File: config.mk
export PLATFORM = sky130hd
export DESIGN_NAME = boxcar_moving_average
export DESIGN_NICKNAME = d
export VERILOG_FILES = /design/src/hdl/bma_pkg.sv /design/src/hdl/bma_ring.sv /design/src/hdl/bma_div.sv /design/src/hdl/boxcar_moving_average.sv
export SDC_FILE = /design/constraint.sdc
export NUM_CORES = 1
export LEC_CHECK = 0
export BUFFER_PORTS_ARGS = -buffer_cell sky130_fd_sc_hd__buf_2
export CORE_UTILIZATION = 45
export CTS_CLUSTER_SIZE = 28
export DETAILED_ROUTE_END_ITERATION = 10
export PLACE_DENSITY = 0.69
export SYNTH_ARGS = -nofsm -noshare
export SYNTH_HDL_FRONTEND = slang
export SYNTH_SLANG_ARGS = --single-unit
File: constraint.sdc
create_clock -name aclk -period 8.12 [get_ports aclk]
set_input_delay 0.406 -clock aclk [delete_from_list [all_inputs] [get_ports aclk]]
set_output_delay 0.406 -clock aclk [all_outputs]
set_load 0.02 [all_outputs]
File: src/hdl/bma_pkg.sv
`timescale 1ns / 1ps
`default_nettype none

package bma_pkg;

    // Default sizing
    localparam int MAX_WINDOW  = 64;
    localparam int SAMPLE_BITS = 16;

    // Window length register
    localparam int LEN_BITS  = 7;
    localparam int LEN_RESET = 8;

    // Configuration register indexes
    localparam int CFG_IDX_BITS = 2;
    localparam logic [CFG_IDX_BITS-1:0] CFG_WINDOW_LENGTH = 2'd0;
    localparam logic [CFG_IDX_BITS-1:0] CFG_DEFAULT_VALUE = 2'd1;

endpackage

`default_nettype wire

File: src/hdl/bma_ring.sv
`timescale 1ns / 1ps
`default_nettype none

// Sample ring store: one write port, one registered read port
module bma_ring #(
    parameter int DEPTH = bma_pkg::MAX_WINDOW,
    parameter int WIDTH = bma_pkg::SAMPLE_BITS
) (
    input  wire logic                     aclk,
    input  wire logic                     rd_en,
    input  wire logic [$clog2(DEPTH)-1:0] rd_addr,
    output logic      [WIDTH-1:0]         rd_data,
    input  wire logic                     wr_en,
    input  wire logic [$clog2(DEPTH)-1:0] wr_addr,
    input  wire logic [WIDTH-1:0]         wr_data
);

    logic [WIDTH-1:0] mem [DEPTH];

    always_ff @(posedge aclk) begin
        if (wr_en) begin
            mem[wr_addr] <= wr_data;
        end
    end

    always_ff @(posedge aclk) begin
        if (rd_en) begin
            rd_data <= mem[rd_addr];
        end
    end

endmodule

`default_nettype wire

File: src/hdl/bma_div.sv
`timescale 1ns / 1ps
`default_nettype none

// Signed by unsigned restoring divider, one quotient bit per cycle,
// quotient truncated toward zero
module bma_div #(
    parameter int NUM_W = 23,
    parameter int DEN_W = 7
) (
    input  wire logic                    aclk,
    input  wire logic                    aresetn,
    input  wire logic                    start,
    input  wire logic signed [NUM_W-1:0] dividend,
    input  wire logic        [DEN_W-1:0] divisor,
    output logic                         done,
    output logic signed      [NUM_W-1:0] quotient
);

    localparam int CNT_W = $clog2(NUM_W + 1);

    logic             busy_reg;
    logic             done_reg;
    logic [CNT_W-1:0] cnt_reg;
    logic             neg_reg;
    logic [DEN_W-1:0] rem_reg;
    logic [NUM_W-1:0] quo_reg;
    logic [DEN_W-1:0] div_reg;

    logic [NUM_W-1:0] mag;
    logic [DEN_W:0]   shifted;
    logic             take;
    logic [DEN_W:0]   diff;

    // Magnitude of the dividend at start
    assign mag = dividend[NUM_W-1] ? NUM_W'(-dividend) : NUM_W'(dividend);

    // One restoring step
    assign shifted = {rem_reg, quo_reg[NUM_W-1]};
    assign take    = shifted >= {1'b0, div_reg};
    assign diff    = shifted - {1'b0, div_reg};

    // Control
    always_ff @(posedge aclk) begin
        if (!aresetn) begin
            busy_reg <= 1'b0;
            done_reg <= 1'b0;
            cnt_reg  <= '0;
        end else if (start) begin
            busy_reg <= 1'b1;
            done_reg <= 1'b0;
            cnt_reg  <= CNT_W'(NUM_W);
        end else if (busy_reg) begin
            cnt_reg <= cnt_reg - CNT_W'(1);
            if (cnt_reg == CNT_W'(1)) begin
                busy_reg <= 1'b0;
                done_reg <= 1'b1;
            end
        end
    end

    // Datapath
    always_ff @(posedge aclk) begin
        if (start) begin
            neg_reg <= dividend[NUM_W-1];
            quo_reg <= mag;
            rem_reg <= '0;
            div_reg <= divisor;
        end else if (busy_reg) begin
            rem_reg <= take ? diff[DEN_W-1:0] : shifted[DEN_W-1:0];
            quo_reg <= {quo_reg[NUM_W-2:0], take};
        end
    end

    assign done     = done_reg;
    assign quotient = neg_reg ? -$signed(quo_reg) : $signed(quo_reg);

endmodule

`default_nettype wire

File: src/hdl/boxcar_moving_average.sv
`timescale 1ns / 1ps
`default_nettype none

// Boxcar moving average over the last window_length signed samples (0 acts as 1,
// anything above MAX_WINDOW as MAX_WINDOW). Each input item yields one average,
// the window total divided by the length and truncated toward zero. On acceptance
// the oldest entry is read from the ring, then the ST_UPD state updates the running
// total and the ring, and then the restoring divider produces one quotient bit per
// cycle; s_tready stays low until the average is loaded into the output register,
// which also waits for that register to be free. A finished average waits in the output
// register while the next item is taken. Writing either configuration register
// refills the whole window with default_value at once, with no clearing pass;
// write it only while the block is idle.
module boxcar_moving_average #(
    parameter int MAX_WINDOW  = bma_pkg::MAX_WINDOW,
    parameter int SAMPLE_BITS = bma_pkg::SAMPLE_BITS
) (
    input  wire logic                                  aclk,
    input  wire logic                                  aresetn,
    // s_tdata: sample
    input  wire logic                                  s_tvalid,
    output logic                                       s_tready,
    input  wire logic [((SAMPLE_BITS+7)/8)*8-1:0]      s_tdata,
    // m_tdata: average
    output logic                                       m_tvalid,
    input  wire logic                                  m_tready,
    output logic      [((SAMPLE_BITS+7)/8)*8-1:0]      m_tdata,
    // Configuration write port
    input  wire logic                                  cfg_we,
    input  wire logic [bma_pkg::CFG_IDX_BITS-1:0]      cfg_index,
    input  wire logic [((SAMPLE_BITS > bma_pkg::LEN_BITS) ?
                        SAMPLE_BITS : bma_pkg::LEN_BITS)-1:0] cfg_wdata
);

    localparam int SW = SAMPLE_BITS;
    localparam int LB = bma_pkg::LEN_BITS;
    localparam int PW = $clog2(MAX_WINDOW);
    localparam int LW = $clog2(MAX_WINDOW + 1);
    localparam int TW = SAMPLE_BITS + PW + 1;
    localparam int DW = ((SAMPLE_BITS + 7) / 8) * 8;
    localparam int RW = (LW > LB) ? LW : LB;

    localparam logic [1:0] ST_IDLE = 2'd0;
    localparam logic [1:0] ST_UPD  = 2'd1;
    localparam logic [1:0] ST_DIV  = 2'd2;

    // Clamp the raw length register to 1..MAX_WINDOW
    function automatic logic [LW-1:0] eff_len(input logic [LB-1:0] raw);
        logic [RW-1:0] r;
        r = RW'(raw);
        if (r == '0) begin
            eff_len = LW'(1);
        end else if (r > RW'(MAX_WINDOW)) begin
            eff_len = LW'(MAX_WINDOW);
        end else begin
            eff_len = LW'(r);
        end
    endfunction

    logic [1:0]           state_reg;
    logic [LB-1:0]        len_reg;
    logic signed [SW-1:0] def_reg;
    logic signed [TW-1:0] total_reg;
    logic [PW-1:0]        wp_reg;
    logic                 wrapped_reg;
    logic signed [SW-1:0] sample_reg;
    logic [SW-1:0]        avg_reg;
    logic                 m_tvalid_reg;

    logic                 s_accept;
    logic                 cfg_hit;
    logic [LB-1:0]        len_next;
    logic signed [SW-1:0] def_next;
    logic signed [TW-1:0] def_x;
    logic signed [TW-1:0] len_x;
    logic signed [TW-1:0] fill_total;
    logic [LW-1:0]        eff;
    logic [SW-1:0]        rd_data;
    logic signed [SW-1:0] old_val;
    logic signed [TW-1:0] total_next;
    logic [LW-1:0]        wp_inc;
    logic                 wp_wrap;
    logic                 div_done;
    logic signed [TW-1:0] div_q;
    logic                 out_free;
    logic                 out_load;

    assign s_tready = (state_reg == ST_IDLE);
    assign s_accept = s_tvalid && s_tready;
    assign eff      = eff_len(len_reg);

    // Configuration decode and refill total
    assign cfg_hit  = cfg_we && ((cfg_index == bma_pkg::CFG_WINDOW_LENGTH) ||
                                 (cfg_index == bma_pkg::CFG_DEFAULT_VALUE));
    assign len_next = (cfg_we && cfg_index == bma_pkg::CFG_WINDOW_LENGTH) ?
                      cfg_wdata[LB-1:0] : len_reg;
    assign def_next = (cfg_we && cfg_index == bma_pkg::CFG_DEFAULT_VALUE) ?
                      $signed(cfg_wdata[SW-1:0]) : def_reg;
    assign def_x      = TW'(def_next);
    assign len_x      = $signed(TW'(eff_len(len_next)));
    assign fill_total = def_x * len_x;

    // Running total update; entries not yet written since refill read as default
    assign old_val    = wrapped_reg ? $signed(rd_data) : def_reg;
    assign total_next = total_reg - TW'(old_val) + TW'(sample_reg);

    // Write position advance
    assign wp_inc  = LW'(wp_reg) + LW'(1);
    assign wp_wrap = (wp_inc >= eff);

    // Output register handshake
    assign out_free = !m_tvalid_reg || m_tready;
    assign out_load = (state_reg == ST_DIV) && div_done && out_free;

    bma_ring #(
        .DEPTH (MAX_WINDOW),
        .WIDTH (SW)
    ) u_ring (
        .aclk    (aclk),
        .rd_en   (s_accept),
        .rd_addr (wp_reg),
        .rd_data (rd_data),
        .wr_en   (state_reg == ST_UPD),
        .wr_addr (wp_reg),
        .wr_data (sample_reg)
    );

    bma_div #(
        .NUM_W (TW),
        .DEN_W (LW)
    ) u_div (
        .aclk     (aclk),
        .aresetn  (aresetn),
        .start    (state_reg == ST_UPD),
        .dividend (total_next),
        .divisor  (eff),
        .done     (div_done),
        .quotient (div_q)
    );

    // Sequencer and control state
    always_ff @(posedge aclk) begin
        if (!aresetn) begin
            state_reg    <= ST_IDLE;
            len_reg      <= LB'(bma_pkg::LEN_RESET);
            def_reg      <= '0;
            total_reg    <= '0;
            wp_reg       <= '0;
            wrapped_reg  <= 1'b0;
            m_tvalid_reg <= 1'b0;
        end else begin
            unique case (state_reg)
                ST_IDLE: begin
                    if (s_accept) begin
                        state_reg <= ST_UPD;
                    end
                end
                ST_UPD: begin
                    total_reg <= total_next;
                    if (wp_wrap) begin
                        wp_reg      <= '0;
                        wrapped_reg <= 1'b1;
                    end else begin
                        wp_reg <= PW'(wp_inc);
                    end
                    state_reg <= ST_DIV;
                end
                ST_DIV: begin
                    if (out_load) begin
                        state_reg <= ST_IDLE;
                    end
                end
                default: begin
                    state_reg <= ST_IDLE;
                end
            endcase

            // Refill on a write to either configuration register
            if (cfg_hit) begin
                len_reg     <= len_next;
                def_reg     <= def_next;
                total_reg   <= fill_total;
                wp_reg      <= '0;
                wrapped_reg <= 1'b0;
            end

            if (out_load) begin
                m_tvalid_reg <= 1'b1;
            end else if (m_tready) begin
                m_tvalid_reg <= 1'b0;
            end
        end
    end

    // Payload registers
    always_ff @(posedge aclk) begin
        if (s_accept) begin
            sample_reg <= $signed(s_tdata[SW-1:0]);
        end
        if (out_load) begin
            avg_reg <= div_q[SW-1:0];
        end
    end

    assign m_tvalid = m_tvalid_reg;
    assign m_tdata  = DW'(avg_reg);

endmodule

`default_nettype wire

-- Yosys cells after proc, flatten, opt, wreduce, memory -nomap -nowiden
Memory sizes are Yosys's and may differ from the RTL's. A register that Yosys moved wholly into a read port is not among the register bits.
Cells that the tools add are included.
W data, S select, Z words.
- flip-flop bits (word level): 133
- memories kept: 1
- word-level logic and storage cells: 85
- input bits: 39
- bits in writable memories: 1024
- output and inout bits: 18
- memory list (name ; depth ; bits a word ; read ports ; clocked after memory_dff ; wr ports ; line ; text):
    u_ring.mem ; 64 ; 16 ; 1 ; 1 ; 1 ; bma_ring.sv:18 ; logic [WIDTH-1:0] mem [DEPTH];
- bitwise gates (word level): 1
- add/subtract/negate cells: 7
- reduce and logical (&&, ||, !) cells: 21
- multipliers: 1
- muxes and demuxes: 27
- eq/ne operators: 6
- magnitude comparators: 4
- operators by type and width (operator ; count):
    $mux W23 ; 5
    $mux W16 ; 3
    $mux W7 ; 6
    $add A23 B16 Y23 ; 1
    $mul A16 B8 Y23 ; 1
    $neg A23 Y23 ; 1
    $sub A23 B16 Y23 ; 1
    $neg A16 Y16 ; 1
    $gt A7 B7 Y1 const B ; 2
    $logic_not A7 Y1 ; 2
    $mux W5 ; 2
    $ge A8 B7 Y1 ; 1
    $add A6 B1 Y7 const B ; 1
    $ge A7 B7 Y1 ; 1
    $mux W1 ; 7
    $sub A7 B7 Y7 ; 1
    $logic_and A1 B1 Y1 ; 6
    $mux W6 ; 1
    $pmux W2 S3 ; 1
    $reduce_and A2 Y1 ; 3
    $reduce_bool A2 Y1 ; 3
    $eq A5 B1 Y1 const B ; 1
    $sub A5 B1 Y5 const B ; 1
    $eq A2 B1 Y1 const B ; 2
    other kinds (9) ; 13

-- Logic depth before layout (Yosys ltp)
Gate-level depths: netlist of the first run.
- word-level depth: 8
- mapped depth: 25
- mapped depth without buffers: 23

-- Modules after synthesis
Synthesis of the first run repeated with hierarchy kept, for this count alone.
- cell total of the unflattened synthesis: 3270
- area total of the unflattened synthesis: 52888.2 um^2
- modules (own cells, without submodules) (module ; cells an instance ; times used ; area each (um^2) ; sequential area each (um^2)):
    bma_ring ; 1829 ; 1 ; 40202.3 ; 31230.0
    boxcar_moving_average ; 1102 ; 1 ; 9571.7 ; 2082.0
    bma_div ; 339 ; 1 ; 3114.2 ; 1211.2

-- Worst setup path before layout of the first run
No wires, ideal clock.
- kind: input -> register
- from: in cfg_we
- to: reg total_reg[21]
- library setup time: 0.095 ns
- stages: 22
- buffers on the path: 3
- required time: 8.025 ns
- arrival time: 5.954 ns
- path slack: 2.071 ns
- cells stage by stage: nor2b_1 -> clkbuf_1 -> nand2_1 -> buf_1 -> buf_1 -> mux2i_1 -> nor2_1 -> fa_1 -> fa_1 -> inv_1 -> fa_1 -> fa_1 -> inv_1 -> ha_1 -> o21ai_0 -> nand2b_1 -> a311oi_1 -> nor2_1 -> a211oi_1 -> o31ai_1 -> xnor2_1 -> a221oi_1
- longest elaborated chain between the ends: 7
- elaborated cells between the ends (all ways): 12
- classes of those cells: mul: 1; order compare: 1; mux: 5; reduce/logical: 5
- RTL lines (what ; line ; text):
    from (decl) ; boxcar_moving_average.sv:29 ; input wire logic cfg_we,
    $logic_and A1 B1 Y1 ; boxcar_moving_average.sv:95 ; assign len_next = (cfg_we && cfg_index == bma_pkg::CFG_WINDOW_LENGTH) ?
    $mux W7 ; boxcar_moving_average.sv:95 ;
    $gt A7 B7 Y1 ; boxcar_moving_average.sv:53 ; end else if (r > RW'(MAX_WINDOW)) begin
    $mux W7 ; boxcar_moving_average.sv:53 ;
    $mux W7 ; boxcar_moving_average.sv:51 ; if (r == '0) begin
    $mul A16 B8 Y23 ; boxcar_moving_average.sv:101 ; assign fill_total = def_x * len_x;
    $mux W23 ; boxcar_moving_average.sv:179 ; if (cfg_hit) begin
    to (signal assigned) ; boxcar_moving_average.sv:159 ; total_reg <= total_next;
    to (signal assigned) ; boxcar_moving_average.sv:182 ; total_reg <= fill_total;
    to (decl) ; boxcar_moving_average.sv:63 ; logic signed [TW-1:0] total_reg;
Several ways; a longest one is shown, not always the timed one.
A chain may end at the register's enable or synchronous reset.

-- Final worst setup path of the first run
- from: reg len_reg[6]
- to: reg total_reg[22]
- longest elaborated chain between the ends: 6
- elaborated cells between the ends (all ways): 7
- classes of those cells: mul: 1; order compare: 1; mux: 4; reduce/logical: 1
- RTL lines (what ; line ; text):
    from (decl) ; boxcar_moving_average.sv:61 ; logic [LB-1:0] len_reg;
    from (signal assigned) ; boxcar_moving_average.sv:145 ; len_reg <= LB'(bma_pkg::LEN_RESET);
    from (signal assigned) ; boxcar_moving_average.sv:180 ; len_reg <= len_next;
    $mux W7 * ; boxcar_moving_average.sv:95 ;
    $gt A7 B7 Y1 ; boxcar_moving_average.sv:53 ;
    $mux W7 ; boxcar_moving_average.sv:53 ;
    $mux W7 * ; boxcar_moving_average.sv:51 ;
    $mul A16 B8 Y23 * ; boxcar_moving_average.sv:101 ;
    $mux W23 * ; boxcar_moving_average.sv:179 ;
Mark *: on every way between the ends. The rest lies on a longest branch, timed or not.

==> results of run 1 <==
==> how the worst min path moves through the flow <==
stage,cells after the start,slack [ns],startpoint,to
2_1_floorplan,2,0.44,u_div.done,u_div.done
3_3_place_gp,2,0.47,len_reg[0],len_reg[0]
3_5_place_dp,2,0.47,u_div.done,u_div.done
4_1_cts,3,0.02,m_tready,m_tvalid
5_1_grt,2,0.04,aresetn,len_reg[3]
6_report,3,0.04,m_tready,m_tvalid
==> worst max-delay path, cell delays in order (launching register included) <==
cell and delay, ns:
dfxtp_1 0.50, inv_1 0.26, o21ai_1 0.81, nor2_1 0.28
nand2_1 0.19, fa_1 0.45, fa_1 0.55, inv_1 0.05
fa_1 0.48, inv_1 0.05, fa_1 0.48, inv_1 0.04
ha_1 0.37, nand2_1 0.08, a2111oi_0 0.39, a31oi_1 0.13
nor2_1 0.22, o311ai_0 0.21, a21oi_1 0.17, nor2_1 0.06
xnor2_1 0.12, o211a_1 0.21
==> cells in the final DEF (no fill, tap or decap), types with 18 or more instances in the layout <==
cell / netlist / routed
nor2_1: 248 / 247
nand2_1: 116 / 116
a22oi_1: 302 / 302
buf_4: 1 / 116
nand4_1: 34 / 34
ha_1: 88 / 88
dfxtp_1: 70 / 70
clkbuf_16: 0 / 109
inv_1: 248 / 247
nor3_1: 23 / 22
edfxtp_1: 1103 / 1103
xnor2_1: 43 / 43
a22o_1: 106 / 106
clkinv_2: 0 / 19
o21ai_1: 18 / 19
nand3_1: 42 / 42
nor4_1: 20 / 19
or3_1: 28 / 28
xor2_1: 23 / 23
a21o_1: 25 / 25
a21oi_1: 76 / 76
o21ai_0: 33 / 32
clkbuf_1: 134 / 31
a211oi_1: 41 / 41
fa_1: 107 / 107
mux2_2: 21 / 21
a221oi_1: 108 / 108
mux2i_1: 26 / 25
buf_2: 4 / 56
a31oi_1: 111 / 111
clkinv_1: 0 / 18
==> kinds of logic after synthesis <==
| kind of cell | count (synthesis) |
|---|---|
| flip-flops | 1173 |
| AO/OA/AOI/OAI | 899 |
| AND/OR/NAND/NOR | 600 |
| buffers and inverters | 442 |
| adder cells (fa/ha/maj) | 195 |
| XOR/XNOR | 69 |
| multiplexers | 47 |
==> layout make-up <==
class	count	area (sq um)	share of cell area
clock inverters	58	738	0.0131
multi-input cells	1810	13900	0.247
clock buffers	143	2890	0.0513
repair buffers	194	1420	0.0252
inverters	249	935	0.0166
flip-flops and latches	1173	34500	0.613
well taps	1488	1860	0.0331
diodes	1	2.50	0.0000445
==> layer usage <==
metal,track usage,vias up,wire length (um)
li1,-,13500,-
met1,0.321,15600,53600
met2,0.387,1650,64500
met3,0.0408,244,12100
met4,0.0750,2,4370
met5,0,-,13
==> power by group through the flow <==
stage / logic [mW] / registers, mW / clock network [mW]
floorplan: 0.965 / 6.94 / 0
CTS: 1.38 / 6.79 / 5.24
detailed placement: 1.36 / 6.92 / 0
finish: 1.39 / 6.79 / 5.19
global placement: 1.34 / 6.92 / 0
global route: 1.53 / 6.80 / 5.44
==> through the flow <==
step           setup slack [ns]  hold WS [ns]  area [sq um]   util
2_1_floorplan              2.07         0.437         50100      -
3_3_place_gp               1.21         0.474         52500  0.475
3_5_place_dp               1.13         0.471         52500  0.475
4_1_cts                    1.54        0.0237         56300  0.509
5_1_grt                    1.53        0.0397         56300  0.509
6_report                   1.90        0.0441         56300  0.509
==> what timing repair did <==
item,in CTS,in global routing
hold endpoints to repair,17,0
setup buffers,0,0
hold buffers,17,0
==> flow_summary_export.csv, run 1 <==
group,metric,value,unit
synth,synth_edf_count,1103,
clock_tree,cts_tree,"yes",
timing,finalCritPeriodShare,0.766,
synth,avgSynthCellArea,14.6,sq um
worst_setup_path,timing.rr.end,"total_reg[22]",
layout,fin_nets,3770,
global_route,grt_pass1_wl,197000,um
pwr,p_sw_frac,0.241,
pwr,p_clk_frac,0.388,
clock_tree,clk-insertion-delay-late,0.72,ns
timing,maxSlewViolCount,0,
die,die_height,336,um
die,placementRows,122,
routing,num_vias,31000,
synth,synth_xor_area_frac,0.0125,
layout,fillers,9104,
clock_tree,cts_resized,0,
die,core_area,111000,sq um
worst_setup_path,r2r_cells,21,
synth,synthTopCellsByCount,"edfxtp_1 (1103), a22oi_1 (302), inv_1 (248), nor2_1 (248), clkbuf_1 (134)",
placed_design,dpl.hpwl,79600,um
synth,synthCells,3425,
timing,clock.fmax,0.161,GHz
timing,finalSetupTns,0,ns
layout,area_growth,12.3,%
worst_setup_path,worstSetupPathType,"register to register",
pwr,ir_drop,0.000248,V
outcome,status,"finished clean",
synth,yosysSeqAreaShare,0.689,
die,fp.dieW,336,um
global_route,grt_overflow,0,
synth,synth_ff_type,"edfxtp_1",
job,max-cap-violations,0,
synth,ys.warnings.count,0,
synth,synth_area,50100,sq um
synth,synth_mux_area_frac,0.00991,
placed_design,gp_congestion,0.894,
clock_tree,cts_root_buffer,"clkbuf_16",
clock_tree,cts.clk_slew.worst_paths,0.07,ns
worst_setup_path,cp-start-kind,"register",
pwr,cellPowerDensity,238,nW/um^2
timing,worst_pin_slew,1.37,ns
global_route,antenna_found_initial,3,
clock_tree,cts_sinks,1173,
synth,synthMostInstantiatedCell,"edfxtp_1",
synth,netlist.area_leader.share,0.661,
timing,hold_viol_final,0,
routing,drc,0,
global_route,grt_max_degree,91,
worst_setup_path,cp_max_fo,16,
clock_tree,h-tree-depth,3,
placed_design,io_buffers,56,
worst_setup_path,cp-end-kind,"register",
clock_tree,clk_path_buf_depth,3,
pwr,intPower,10.2,mW
pwr,power.switching,3.22,mW
routing,drt_iter0_drc,3847,
clock_tree,cts_buffers,108,
synth,synth_cell_types,80,
synth,synthesis.nets,3659,
layout,largest_reg_flops,1024,
worst_setup_path,worstReg2RegStart,"len_reg[6]",
worst_setup_path,crit_start,"len_reg[6]",
synth,synthTopCellsByArea,"edfxtp_1 (66%), a22oi_1 (4.5%), fa_1 (4.3%), dfxtp_1 (2.8%), ha_1 (2.2%)",
routing,wirelength,135000,um
synth,yosysTopAreaCell,"edfxtp_1",
pwr,finalPower,13.4,mW
synth,yosys.area_share.adder,0.0647,
global_route,grt_use_total,0.236,
routing,drtPass1Iterations,6,
synth,synth_simple_gate_area_frac,0.0564,
timing,finalClockSkew,0.0824,ns
global_route,grt_pass1_vias,30200,
synth,ys_async_sr_fraction,0,
pwr,p_leak,19.2,nW
timing,finalSetupViolations,0,
synth,synth-compound-area-share,0.133,
worst_setup_path,crit_arrival,6.75,ns
routing,ant_nets,0,
min_path,hp-class,"primary input to register",
timing,min_period,6.22,ns
pwr,pwr-share-comb,0.104,
routing,avgViaCountPerCell,6.06,
timing,rsz0062_at_grt,"no",
worst_setup_path,endpoint,"total_reg[22]",
die,die-area,113000,sq um
synth,ys_ff_latch,1173,
synth,synth_top_family_by_area,"compound AO/OA/AOI/OAI gates",
layout,final_cells,5116,
worst_setup_path,worst_ep_required_time,8.66,ns
placed_design,place_inst,4897,
timing,slew_headroom,0.0816,
worst_setup_path,rrSetupSlack,1.90,ns
routing,wl_per_cell,26.3,um
die,boundaryPins,57,
pwr,pwr-share-seq,0.508,
die,initial_utilization,0.453,
layout,layout-drive-gt1-share,0.108,
Note: power is estimated with default switching activity, not from simulation.
==> run 2, diff against run 1 <==
Settings changed: PLACE_DENSITY 0.69 to 0.71.
Clock period 8.12 ns to 5.15 ns, I/O delays scaled along.
==> run 2 against run 1 <==
Total power is 57% higher. Final cell count is 3.2% higher. Combinational power grew 73%. Largest cell class unchanged. Largest power group unchanged. Highest routed layer unchanged.
==> flow_summary_export.csv, run 2 (synthesis gave the netlist of run 1 again) <==
group,metric,value,unit
timing,finalCritPeriodShare,0.974,
pwr,ir_drop,0.000340,V
layout,layout-drive-gt1-share,0.159,
layout,final_cell_mix,"edfxtp_1 (1103), a22oi_1 (302), buf_4 (268), inv_1 (242), nor2_1 (240)",
routing,avgViaCountPerCell,6.01,
placed_design,gp_congestion,0.892,
die,initial_utilization,0.453,
routing,wirelength,137000,um
timing,min_period,5.02,ns
timing,rsz0062_at_grt,"yes",
pwr,pwr-share-comb,0.115,
worst_setup_path,cp_max_fo,5,
worst_setup_path,worst_ep_required_time,5.72,ns
die,fp.dieW,336,um
pwr,p_sw_frac,0.246,
layout,fin_nets,3937,
timing,hold_viol_final,0,
timing,worst_pin_slew,1.16,ns
layout,final_common_cell,"edfxtp_1",
global_route,grt_max_degree,70,
timing,slew_headroom,0.222,
routing,wl_per_cell,26.0,um
timing,maxSlewViolCount,0,
global_route,grt_pass1_wl,200000,um
global_route,grt_use_total,0.241,
job,max-cap-violations,0,
clock_tree,h-tree-depth,3,
worst_setup_path,cp-end-kind,"register",
pwr,power.switching,5.16,mW
routing,drt_iter0_drc,3654,
placed_design,dpl.hpwl,84600,um
die,boundaryPins,57,
placed_design,io_buffers,56,
pwr,p_leak,20.0,nW
timing,finalClockSkew,0.0683,ns
worst_setup_path,worstSetupPathType,"register to register",
pwr,pwr-share-seq,0.511,
pwr,intPower,15.8,mW
global_route,grt_overflow,0,
min_path,hp-class,"primary input to register",
outcome,status,"finished clean",
timing,finalSetupViolations,0,
routing,drtPass1Iterations,5,
worst_setup_path,rrSetupSlack,0.13,ns
timing,clock.fmax,0.199,GHz
clock_tree,cts_buffers,108,
pwr,cellPowerDensity,363,nW/um^2
die,die-area,113000,sq um
routing,ant_nets,0,
clock_tree,cts_root_buffer,"clkbuf_16",
clock_tree,clk_path_buf_depth,3,
layout,area_growth,15.3,%
routing,drc,0,
layout,largest_reg_flops,1024,
die,die_height,336,um
placed_design,place_ws,-0.524,ns
die,placementRows,122,
clock_tree,cts_tree,"yes",
global_route,antenna_found_initial,2,
clock_tree,clk-insertion-delay-late,0.73,ns
clock_tree,cts_sinks,1173,
timing,fin_ws,0.131,ns
global_route,grt_pass1_vias,30900,
layout,utilization,0.523,
worst_setup_path,cp-start-kind,"register",
pwr,p_clk_frac,0.374,
clock_tree,cts.clk_slew.worst_paths,0.07,ns
die,core_area,111000,sq um
routing,num_vias,31700,
worst_setup_path,crit_arrival,5.59,ns
run 2: layer usage:
metal  share of wire  track usage  vias to the layer above
met4           0.044        0.104                        4
li1                -            -                    13900
met1            0.40        0.322                    15900
met5         0.00020            0                        -
met2            0.47        0.386                     1675
met3           0.094       0.0434                      290
run 2: final cells by class:
| class | instances | area (sq um) |
|---|---|---|
| diodes | 1 | 2.50 |
| clock buffers | 136 | 2830 |
| clock inverters | 61 | 602 |
| fillers | 8961 | 52700 |
| inverters | 249 | 935 |
| multi-input cells | 1810 | 14300 |
| flip-flops and latches | 1173 | 34500 |
| well taps | 1488 | 1860 |
| repair buffers | 361 | 2770 |
run 2: timing repair:
item / in CTS / in global routing
pin swaps: 5 / 35
hold endpoints to repair: 24 / 0
gates resized for setup: 5 / 57
cloned: 0 / 1
endpoints found under the setup margin: 5 / 14
buffers inserted: 1 / 0
hold buffers: 22 / 0
run 2: worst paths after layout:
| path | start | end | cells past startpoint |
|---|---|---|---|
| setup reg to reg | len_reg[6] | total_reg[21] | 20 |
| hold reg to reg | u_div.rem_reg[6] | u_div.rem_reg[6] | 2 |
| setup / recovery | len_reg[6] | total_reg[21] | 20 |
| hold / removal | cfg_wdata[13] | def_reg[13] | 4 |
run 2: through the flow:
stage                     total power [mW]  area (sq um)  hold slack, ns  setup TNS, ns  std cells
after global placement                13.2         53900           0.436          -4.29       5057
after floorplan                       12.5         50300           0.356              0       3425
after CTS                             21.0         57600         0.00139              0       5277
after detailed placement              13.2         53900           0.436          -4.94       5057
final                                 21.0         57800          0.0325              0       5279
after global routing                  21.6         57800          0.0686         -0.184       5278
run 2: power by group through the flow:
stage	clock network (mW)	registers [mW]	logic (mW)
6_report	7.85	10.7	2.41
5_1_grt	8.24	10.7	2.64
4_1_cts	7.89	10.7	2.36
3_5_place_dp	0	10.9	2.33
3_3_place_gp	0	10.9	2.30
2_1_floorplan	0	10.9	1.53
run 2: worst max-delay path, cell delays in order, from the launching register on:
cell and delay, ns:
dfxtp_2 0.33, inv_2 0.08, o21ai_4 0.07, buf_6 0.14, buf_6 0.11, or3_4 0.36
fa_2 0.55, inv_2 0.04, fa_1 0.49, fa_1 0.53, inv_1 0.06, fa_1 0.51
inv_2 0.05, ha_4 0.27, nand4_1 0.10, buf_4 0.16, nor3_1 0.29, a211oi_4 0.12
o31ai_2 0.26, xnor2_1 0.10, a221oi_1 0.29
